===== config.mk =====
export PLATFORM = sky130hd
export DESIGN_NAME = wide_integer_alu_128
export DESIGN_NICKNAME = d
export VERILOG_FILES = /design/src/rtl/wia128_pkg.sv /design/src/rtl/wide_integer_alu_128.sv /design/src/rtl/wia128_serial.sv
export SDC_FILE = /design/constraint.sdc
export NUM_CORES = 2
export LEC_CHECK = 0
export CAP_MARGIN = 40
export CORE_MARGIN = 8
export CORE_UTILIZATION = 50
export DETAILED_ROUTE_END_ITERATION = 6
export DONT_BUFFER_PORTS = 1
export HOLD_SLACK_MARGIN = 0.08
export PLACE_DENSITY = 0.77
export SYNTH_ARGS = -nofsm -noshare
export SYNTH_HDL_FRONTEND = slang
export SYNTH_SLANG_ARGS = --single-unit

===== constraint.sdc =====
create_clock -name aclk -period 33.2 [get_ports aclk]
set_input_delay 4.98 -clock aclk [delete_from_list [all_inputs] [get_ports aclk]]
set_output_delay 4.98 -clock aclk [all_outputs]
set_load 0.05 [all_outputs]

===== src/rtl/wia128_pkg.sv =====
// ----------------------------------------------------------------------------
// wia128_pkg - shared types and constants of the 128-bit serial integer ALU
// Operation codes, compare codes, sequencer states and the datapath control
// group that passes from the sequencer to the bit-serial datapath.
// ----------------------------------------------------------------------------
package wia128_pkg;

    localparam int WORD_W  = 128;
    localparam int HALF_W  = 64;
    localparam int SHAMT_W = 9;
    localparam int STEP_W  = 7;                    // indexes the 128 bit steps
    localparam int LZ_W    = 8;
    localparam int ORD_W   = 2;

    localparam logic [STEP_W-1:0] LAST_STEP = STEP_W'(WORD_W - 1);
    localparam logic [LZ_W-1:0]   LZ_ALL    = LZ_W'(WORD_W);

    typedef enum logic [2:0] {
        OP_ADD  = 3'd0,   // add, writes carry
        OP_ADDK = 3'd1,   // add, carry kept
        OP_SUB  = 3'd2,   // subtract, writes borrow
        OP_SUBK = 3'd3,   // subtract, borrow kept
        OP_MUL  = 3'd4,
        OP_DIV  = 3'd5,
        OP_SHR  = 3'd6,
        OP_SHL  = 3'd7
    } op_t;

    localparam logic [ORD_W-1:0] ORD_EQ = 2'b00;
    localparam logic [ORD_W-1:0] ORD_GT = 2'b01;
    localparam logic [ORD_W-1:0] ORD_LT = 2'b11;

    typedef enum logic [1:0] {
        ST_IDLE,
        ST_RUN,
        ST_DONE
    } state_t;

    typedef struct packed {
        logic load;   // capture a new request
        logic step;   // advance the serial datapath by one bit
        logic last;   // this step is the final one
    } ctrl_t;

endpackage


===== src/rtl/wide_integer_alu_128.sv =====
// ----------------------------------------------------------------------------
// wide_integer_alu_128 - 128-bit unsigned integer ALU, bit-serial
// Add/subtract, 64x64 multiply, 128/64 divide and logical shifts, each
// result tagged with compare, leading-zero count, zero flag, carry and
// divide-by-zero.
// ----------------------------------------------------------------------------
// Every request holds the unit until its result is moved out. The accepting
// cycle captures the operands. Then come 128 bit steps of the serial
// datapath: the restoring divide needs one step per dividend bit, and all
// operations run the same count. The done state then moves the result into
// the output register, which raises m_tvalid, and the unit returns to idle,
// where the next request can be accepted. s_tready is high only
// while no request is in progress. The output register holds a finished
// result until it is taken, so the next request can be accepted while that
// result still waits. A result that finishes while the previous one is still
// waiting stalls the unit until the output register frees up. Operation codes
// travel in s_tuser: 0 add (updates carry), 1 add (carry kept), 2 subtract
// (updates borrow), 3 subtract (borrow kept), 4 a_low * b_low, 5 A / b_low,
// 6 shift right, 7 shift left. Shifts use the absolute value of the signed
// count; 128 or more gives zero. A divide by zero returns zeros with
// divide_by_zero set. The carry flag is the only state kept between requests
// and resets to zero.
// ----------------------------------------------------------------------------
module wide_integer_alu_128
    import wia128_pkg::*;
(
    input  logic         aclk,
    input  logic         aresetn,
    input  logic         s_tvalid,
    output logic         s_tready,
    // a_low[63:0], a_high[127:64], b_low[191:128], b_high[255:192],
    // shift_amount[264:256], zero fill
    input  logic [271:0] s_tdata,
    // kind[2:0]
    input  logic [2:0]   s_tuser,
    output logic         m_tvalid,
    input  logic         m_tready,
    // result_low[63:0], result_high[127:64], remainder[191:128],
    // order[193:192], leading_zeros[201:194], is_zero[202], carry[203],
    // divide_by_zero[204], zero fill
    output logic [207:0] m_tdata
);

    state_t            state_reg, state_next;
    logic [STEP_W-1:0] cnt_reg,   cnt_next;
    logic              m_tvalid_reg, m_tvalid_next;
    logic [207:0]      m_tdata_reg,  m_tdata_next;

    ctrl_t             ctrl;
    logic              out_free;
    logic              out_load;

    logic [HALF_W-1:0] dp_result_low;
    logic [HALF_W-1:0] dp_result_high;
    logic [HALF_W-1:0] dp_remainder;
    logic [ORD_W-1:0]  dp_order;
    logic [LZ_W-1:0]   dp_leading_zeros;
    logic              dp_is_zero;
    logic              dp_carry;
    logic              dp_divide_by_zero;

    assign out_free = !m_tvalid_reg || m_tready;

    // next state
    always_comb begin
        state_next = state_reg;
        unique case (state_reg)
            ST_IDLE: begin
                if (s_tvalid) state_next = ST_RUN;
            end
            ST_RUN: begin
                if (cnt_reg == LAST_STEP) state_next = ST_DONE;
            end
            ST_DONE: begin
                if (out_free) state_next = ST_IDLE;
            end
            default: state_next = ST_IDLE;
        endcase
    end

    // sequencer outputs
    always_comb begin
        s_tready  = 1'b0;
        ctrl      = '0;
        out_load  = 1'b0;
        unique case (state_reg)
            ST_IDLE: begin
                s_tready  = 1'b1;
                ctrl.load = s_tvalid;
            end
            ST_RUN: begin
                ctrl.step = 1'b1;
                ctrl.last = (cnt_reg == LAST_STEP);
            end
            ST_DONE: begin
                out_load = out_free;
            end
            default: ;
        endcase
    end

    // step counter: cleared on capture, wraps after the last step
    always_comb begin
        cnt_next = cnt_reg;
        if (ctrl.load) begin
            cnt_next = '0;
        end else if (ctrl.step) begin
            cnt_next = cnt_reg + STEP_W'(1);
        end
    end

    // output register
    always_comb begin
        m_tvalid_next = m_tvalid_reg;
        m_tdata_next  = m_tdata_reg;
        if (m_tvalid_reg && m_tready) begin
            m_tvalid_next = 1'b0;
        end
        if (out_load) begin
            m_tvalid_next = 1'b1;
            m_tdata_next  = {3'b000, dp_divide_by_zero, dp_carry, dp_is_zero,
                             dp_leading_zeros, dp_order, dp_remainder,
                             dp_result_high, dp_result_low};
        end
    end

    always_ff @(posedge aclk) begin
        if (!aresetn) begin
            state_reg    <= ST_IDLE;
            m_tvalid_reg <= 1'b0;
        end else begin
            state_reg    <= state_next;
            m_tvalid_reg <= m_tvalid_next;
        end
        cnt_reg     <= cnt_next;
        m_tdata_reg <= m_tdata_next;
    end

    assign m_tvalid = m_tvalid_reg;
    assign m_tdata  = m_tdata_reg;

    wia128_serial u_serial (
        .aclk           (aclk),
        .aresetn        (aresetn),
        .ctrl           (ctrl),
        .step_idx       (cnt_reg),
        .op             (op_t'(s_tuser)),
        .a_low          (s_tdata[63:0]),
        .a_high         (s_tdata[127:64]),
        .b_low          (s_tdata[191:128]),
        .b_high         (s_tdata[255:192]),
        .shift_amount   ($signed(s_tdata[264:256])),
        .result_low     (dp_result_low),
        .result_high    (dp_result_high),
        .remainder      (dp_remainder),
        .order          (dp_order),
        .leading_zeros  (dp_leading_zeros),
        .is_zero        (dp_is_zero),
        .carry          (dp_carry),
        .divide_by_zero (dp_divide_by_zero)
    );

endmodule


===== src/rtl/wia128_serial.sv =====
// ----------------------------------------------------------------------------
// wia128_serial - bit-serial datapath of the 128-bit integer ALU
// One bit of every operation per step: ripple add/subtract, shift-add
// multiply, restoring divide, one-place shifts, plus compare and
// leading-zero tracking on the operand bits as they stream past.
// ----------------------------------------------------------------------------
module wia128_serial
    import wia128_pkg::*;
(
    input  logic                      aclk,
    input  logic                      aresetn,
    input  ctrl_t                     ctrl,
    input  logic [STEP_W-1:0]         step_idx,
    input  op_t                       op,
    input  logic [HALF_W-1:0]         a_low,
    input  logic [HALF_W-1:0]         a_high,
    input  logic [HALF_W-1:0]         b_low,
    input  logic [HALF_W-1:0]         b_high,
    input  logic signed [SHAMT_W-1:0] shift_amount,
    output logic [HALF_W-1:0]         result_low,
    output logic [HALF_W-1:0]         result_high,
    output logic [HALF_W-1:0]         remainder,
    output logic [ORD_W-1:0]          order,
    output logic [LZ_W-1:0]           leading_zeros,
    output logic                      is_zero,
    output logic                      carry,
    output logic                      divide_by_zero
);

    op_t                op_reg,    op_next;
    logic [WORD_W-1:0]  a_sh_reg,  a_sh_next;
    logic [WORD_W-1:0]  b_sh_reg,  b_sh_next;
    logic [WORD_W-1:0]  res_reg,   res_next;
    logic [HALF_W-1:0]  opnd_reg,  opnd_next;   // multiplicand or divisor
    logic [HALF_W-1:0]  rem_reg,   rem_next;
    logic [SHAMT_W-1:0] amt_reg,   amt_next;
    logic               dz_reg,    dz_next;
    logic [ORD_W-1:0]   ord_reg,   ord_next;
    logic [STEP_W-1:0]  lz_reg,    lz_next;
    logic               nz_reg,    nz_next;     // a one bit of A was seen
    logic               sc_reg,    sc_next;     // serial carry / borrow
    logic               carry_reg, carry_next;  // architectural flag

    logic               abit, bbit;
    logic               add_bit, add_cout, sub_bit, sub_bout;
    logic [HALF_W:0]    mul_sum;
    logic [HALF_W-1:0]  div_sh;
    logic [HALF_W:0]    div_diff;
    logic               div_ge;
    logic               shift_en;
    logic [SHAMT_W-1:0] sa_u;

    assign abit     = a_sh_reg[0];
    assign bbit     = b_sh_reg[0];
    assign add_bit  = abit ^ bbit ^ sc_reg;
    assign add_cout = (abit & bbit) | (sc_reg & (abit ^ bbit));
    assign sub_bit  = abit ^ bbit ^ sc_reg;
    assign sub_bout = (~abit & bbit) | (~(abit ^ bbit) & sc_reg);

    // shift-add: multiplicand joins the upper half, product slides right
    assign mul_sum  = {1'b0, res_reg[WORD_W-1:HALF_W]}
                    + (bbit ? {1'b0, opnd_reg} : {(HALF_W+1){1'b0}});

    // restoring step: dividend bits leave the top of res, quotient bits enter
    assign div_sh   = {rem_reg[HALF_W-2:0], res_reg[WORD_W-1]};
    assign div_diff = {rem_reg[HALF_W-1], div_sh} - {1'b0, opnd_reg};
    assign div_ge   = ~div_diff[HALF_W];

    assign shift_en = {2'b00, step_idx} < amt_reg;
    assign sa_u     = $unsigned(shift_amount);

    always_comb begin
        op_next    = op_reg;
        a_sh_next  = a_sh_reg;
        b_sh_next  = b_sh_reg;
        res_next   = res_reg;
        opnd_next  = opnd_reg;
        rem_next   = rem_reg;
        amt_next   = amt_reg;
        dz_next    = dz_reg;
        ord_next   = ord_reg;
        lz_next    = lz_reg;
        nz_next    = nz_reg;
        sc_next    = sc_reg;
        carry_next = carry_reg;

        if (ctrl.load) begin
            op_next   = op;
            a_sh_next = {a_high, a_low};
            b_sh_next = {b_high, b_low};
            res_next  = (op == OP_MUL) ? '0 : {a_high, a_low};
            opnd_next = (op == OP_MUL) ? a_low : b_low;
            rem_next  = '0;
            // -256 wraps to itself and reads as 256
            amt_next  = sa_u[SHAMT_W-1] ? (SHAMT_W'(0) - sa_u) : sa_u;
            dz_next   = (op == OP_DIV) && (b_low == '0);
            ord_next  = ORD_EQ;
            lz_next   = '0;
            nz_next   = 1'b0;
            sc_next   = 1'b0;
        end else if (ctrl.step) begin
            a_sh_next = {1'b0, a_sh_reg[WORD_W-1:1]};
            b_sh_next = {1'b0, b_sh_reg[WORD_W-1:1]};
            // LSB first, so the most significant difference lands last
            if (abit != bbit) begin
                ord_next = abit ? ORD_GT : ORD_LT;
            end
            if (abit) begin
                lz_next = ~step_idx;
                nz_next = 1'b1;
            end
            case (op_reg)
                OP_ADD, OP_ADDK: begin
                    res_next = {add_bit, res_reg[WORD_W-1:1]};
                    sc_next  = add_cout;
                end
                OP_SUB, OP_SUBK: begin
                    res_next = {sub_bit, res_reg[WORD_W-1:1]};
                    sc_next  = sub_bout;
                end
                OP_MUL: begin
                    if (!step_idx[STEP_W-1]) begin
                        res_next = {mul_sum, res_reg[HALF_W-1:1]};
                    end
                end
                OP_DIV: begin
                    rem_next = div_ge ? div_diff[HALF_W-1:0] : div_sh;
                    res_next = {res_reg[WORD_W-2:0], div_ge};
                end
                OP_SHR: begin
                    if (shift_en) begin
                        res_next = {1'b0, res_reg[WORD_W-1:1]};
                    end
                end
                default: begin
                    if (shift_en) begin
                        res_next = {res_reg[WORD_W-2:0], 1'b0};
                    end
                end
            endcase
            if (ctrl.last && (op_reg == OP_ADD || op_reg == OP_SUB)) begin
                carry_next = sc_next;
            end
        end
    end

    always_ff @(posedge aclk) begin
        if (!aresetn) begin
            carry_reg <= 1'b0;
        end else begin
            carry_reg <= carry_next;
        end
        op_reg   <= op_next;
        a_sh_reg <= a_sh_next;
        b_sh_reg <= b_sh_next;
        res_reg  <= res_next;
        opnd_reg <= opnd_next;
        rem_reg  <= rem_next;
        amt_reg  <= amt_next;
        dz_reg   <= dz_next;
        ord_reg  <= ord_next;
        lz_reg   <= lz_next;
        nz_reg   <= nz_next;
        sc_reg   <= sc_next;
    end

    assign result_low     = dz_reg ? '0 : res_reg[HALF_W-1:0];
    assign result_high    = dz_reg ? '0 : res_reg[WORD_W-1:HALF_W];
    assign remainder      = dz_reg ? '0 : rem_reg;
    assign order          = ord_reg;
    assign leading_zeros  = nz_reg ? {1'b0, lz_reg} : LZ_ALL;
    assign is_zero        = ~nz_reg;
    assign carry          = carry_reg;
    assign divide_by_zero = dz_reg;

endmodule


==> flow_summary.toml <==
[global_route]
grt_pass1_wl_um = 192400
grt_overflow = 0
grt_max_degree = 208
grt_use_total_pct = 27.76
grt_pass1_vias = 30180
antenna_found_initial = 2

[die]
die_w_um = 301.0
dieArea_um2 = 90590
start_util_pct = 50.50
core-area_um2 = 80420
fp-row-count = 104
io_pins = 489
die_height_um = 301.0

[clocking]
postCtsHoldBufs = 0
cts_tree = "built"
clk_latency_ps = 650
cts_root_buffer = "clkbuf_16"
cts.clk_slew.worst_paths_ps = 60
cts_max_level = 3
cts_made_buffers = 80
post_cts.repair.setup_buffers = 0
cts.repair.resized = 0
cts.sinks = 751
cts_buffer_depth = 3

[power_and_ir_drop]
power.density_nw_per_um2 = 58.10
p_leak_nw = 18.18
p_comb_share_pct = 17.3
ir_drop_v = 0.00005897
switching_power_mw = 0.7404
seq_power_share_pct = 46.6
p_clk_share_pct = 36.2
p_sw_share_pct = 28.66
intPower_mw = 1.843

[critical_path]
crit_family = "buffers and inverters"
required_ps = 33440
path_depth = 7
cpMaxStageDelayCell = "buf_4"
cp.arrival_ps = 8090
cp_cell_sequence = "nand2_4 -> nand2_4 -> buf_16 -> buf_4 -> buf_16 -> buf_4 -> buf_4"
cp_common_cell = "buf_4"
reg2reg_depth = 10
worst-path-buf-inv = 5
path_class = "in2reg"
crit_path_start = "s_tvalid"
r2r-start = "u_serial.op_reg[1]"
critPathMaxStageDelay_ps = 760
critPathMaxFanout = 68
worst_setup_path_end_kind = "flop"
start_kind = "input port"

[placement]
portBuffers = 0
gp_congestion = 0.9853
dp.cells = 5129
dpl.hpwl_um = 98580

[run]
cap_violations = 0

[synth]
synth_area_um2 = 40610
synth_flop_cell = "edfxtp_1"
synth_edf_count = 665
async_flop_share_pct = 0
syn_avg_cell_area_um2 = 9.528
synth_warnings = 0
ys_seq_area_share_pct = 53.41
syn-instance-count = 4262
netlist-cell-type-count = 88
synth-seq-cells = 751

[timing]
setup_viol = 0
finalHoldViolCount = 0
fin_skew_ps = 38.00
worstMarginPinSlew_ps = 1000
slew_headroom_pct = 33.32
slew_violations = 0
rsz0062_at_grt = "false"
fin_crit_sh_pct = 23.63
fin_crit_ps = 7845
fmax_ghz = 0.1275
fin_setup_tns_ps = 0

[detailed_routing]
postRouteAntennaNets = 0
drt-total-wl_um = 131500
drt_first_pass_iters = 6
top_layer = "met5"
route.met3.wl_um = 11940
met2_length_um = 61820
drtIter0Drc = 3586
vias = 31790
wl_met1_um = 52470
wl_per_cell_um = 24.92
drcViolationCount = 0
viasPerCell = 6.024

[layout]
instances_no_fill = 5277
fill_cells = 6924
layout_commonest_cell = "nand2_1"
largest_register_ffs = 204
area_growth_pct = 9.474
drive_gt1_share_pct = 5.337
nNetsFinal = 4571
final_cell_mix = "nand2_1 (1193), edfxtp_1 (665), a21oi_1 (289)"

[hold_path]
min-delay-path-class = "reg2reg"
holdPathStages = 0
worst_hold_startpoint = "u_serial.order[1]"

[run_status]
outcome = "completed"
-- power by group through the flow --
stage	sequential (mW)	combinational [mW]	clock, mW
5_1_grt	1.21	0.491	0.981
4_1_cts	1.20	0.441	0.945
2_1_floorplan	1.20	0.329	0
3_3_place_gp	1.22	0.425	0
3_5_place_dp	1.22	0.439	0
6_report	1.20	0.446	0.934
-- logic make-up after synthesis --
| family | Yosys count | synth area share (%) |
|---|---|---|
| flip-flops | 751 | 53.41 |
| buffers and inverters | 360 | 3.414 |
| adder cells (fa/ha/maj) | 141 | 4.418 |
| XOR/XNOR | 119 | 2.567 |
| AO/OA/AOI/OAI | 893 | 13.55 |
| other | 1 | 0.009234 |
| multiplexers | 83 | 2.049 |
| AND/OR/NAND/NOR | 1914 | 20.58 |
-- per-stage QoR --
step / power, mW / util [%] / hold slack, ps / instance area (µm²) / worst slack (ps)
global route: 2.681 / 55.28 / 440.7 / 44450 / 25170
finish: 2.583 / 55.28 / 433.0 / 44460 / 25360
CTS: 2.586 / 55.28 / 430.3 / 44450 / 25410
global placement: 1.644 / 51.45 / 416.8 / 41370 / 24090
floorplan: 1.526 / - / 407.6 / 40620 / 18360
detailed placement: 1.659 / 51.87 / 415.7 / 41710 / 24740
-- final cells by class --
cell class,instances,area [µm²],share of cell area (%)
diodes,1,2.502,0.005629
clock buffers,100,2128,4.787
clock inverters,47,616.8,1.388
inverters,111,424.2,0.9541
multi-input cells,3153,17630,39.65
flip-flops and latches,751,21690,48.79
well taps,1060,1326,2.983
repair buffers,54,641.9,1.444
-- synthesized netlist by cell type, drive strengths merged, types with 5 or more instances --
master	instances	area, µm²
a2111oi	8	113.9
a211oi	13	102.6
a21boi	7	56.30
a21o	76	570.6
a21oi	290	1455
a221oi	13	113.9
a22oi	42	315.3
a31oi	27	175.2
and2	21	131.4
and3	27	168.9
and4	5	43.79
buf	28	140.1
clkbuf	221	829.6
dfxtp	86	1722
edfxtp	665	19970
ha	137	1714
inv	111	416.7
mux2i	82	820.8
nand2	1197	4493
nand2b	21	131.4
nand3	55	275.3
nand4	49	306.5
nor2	231	869.6
nor2b	212	1334
nor3	40	205.2
nor4	21	131.4
o211ai	15	112.6
o21a	16	120.1
o21ai	256	1281
o21bai	27	202.7
o221ai	16	140.1
o22ai	18	112.6
o31ai	17	141.4
or2	7	43.79
or3	7	43.79
xnor2	73	639.4
xor2	46	402.9
-- layer usage --
layer  global-route usage [%]  vias to the layer above
met5                        0                        -
met4                    10.22                        2
met3                    6.554                      252
met2                    45.47                     1488
met1                    35.77                    15260
li1                         -                    14790
-- worst paths after layout --
kind | to | slack [ps]
setup / recovery | u_serial.a_sh_reg[75] | 25360
hold / removal | m_tdata[193] | 430
setup reg to reg | u_serial.res_reg[87] | 27950
hold reg to reg | m_tdata[193] | 430
Power figures use the tool's default switching activity.
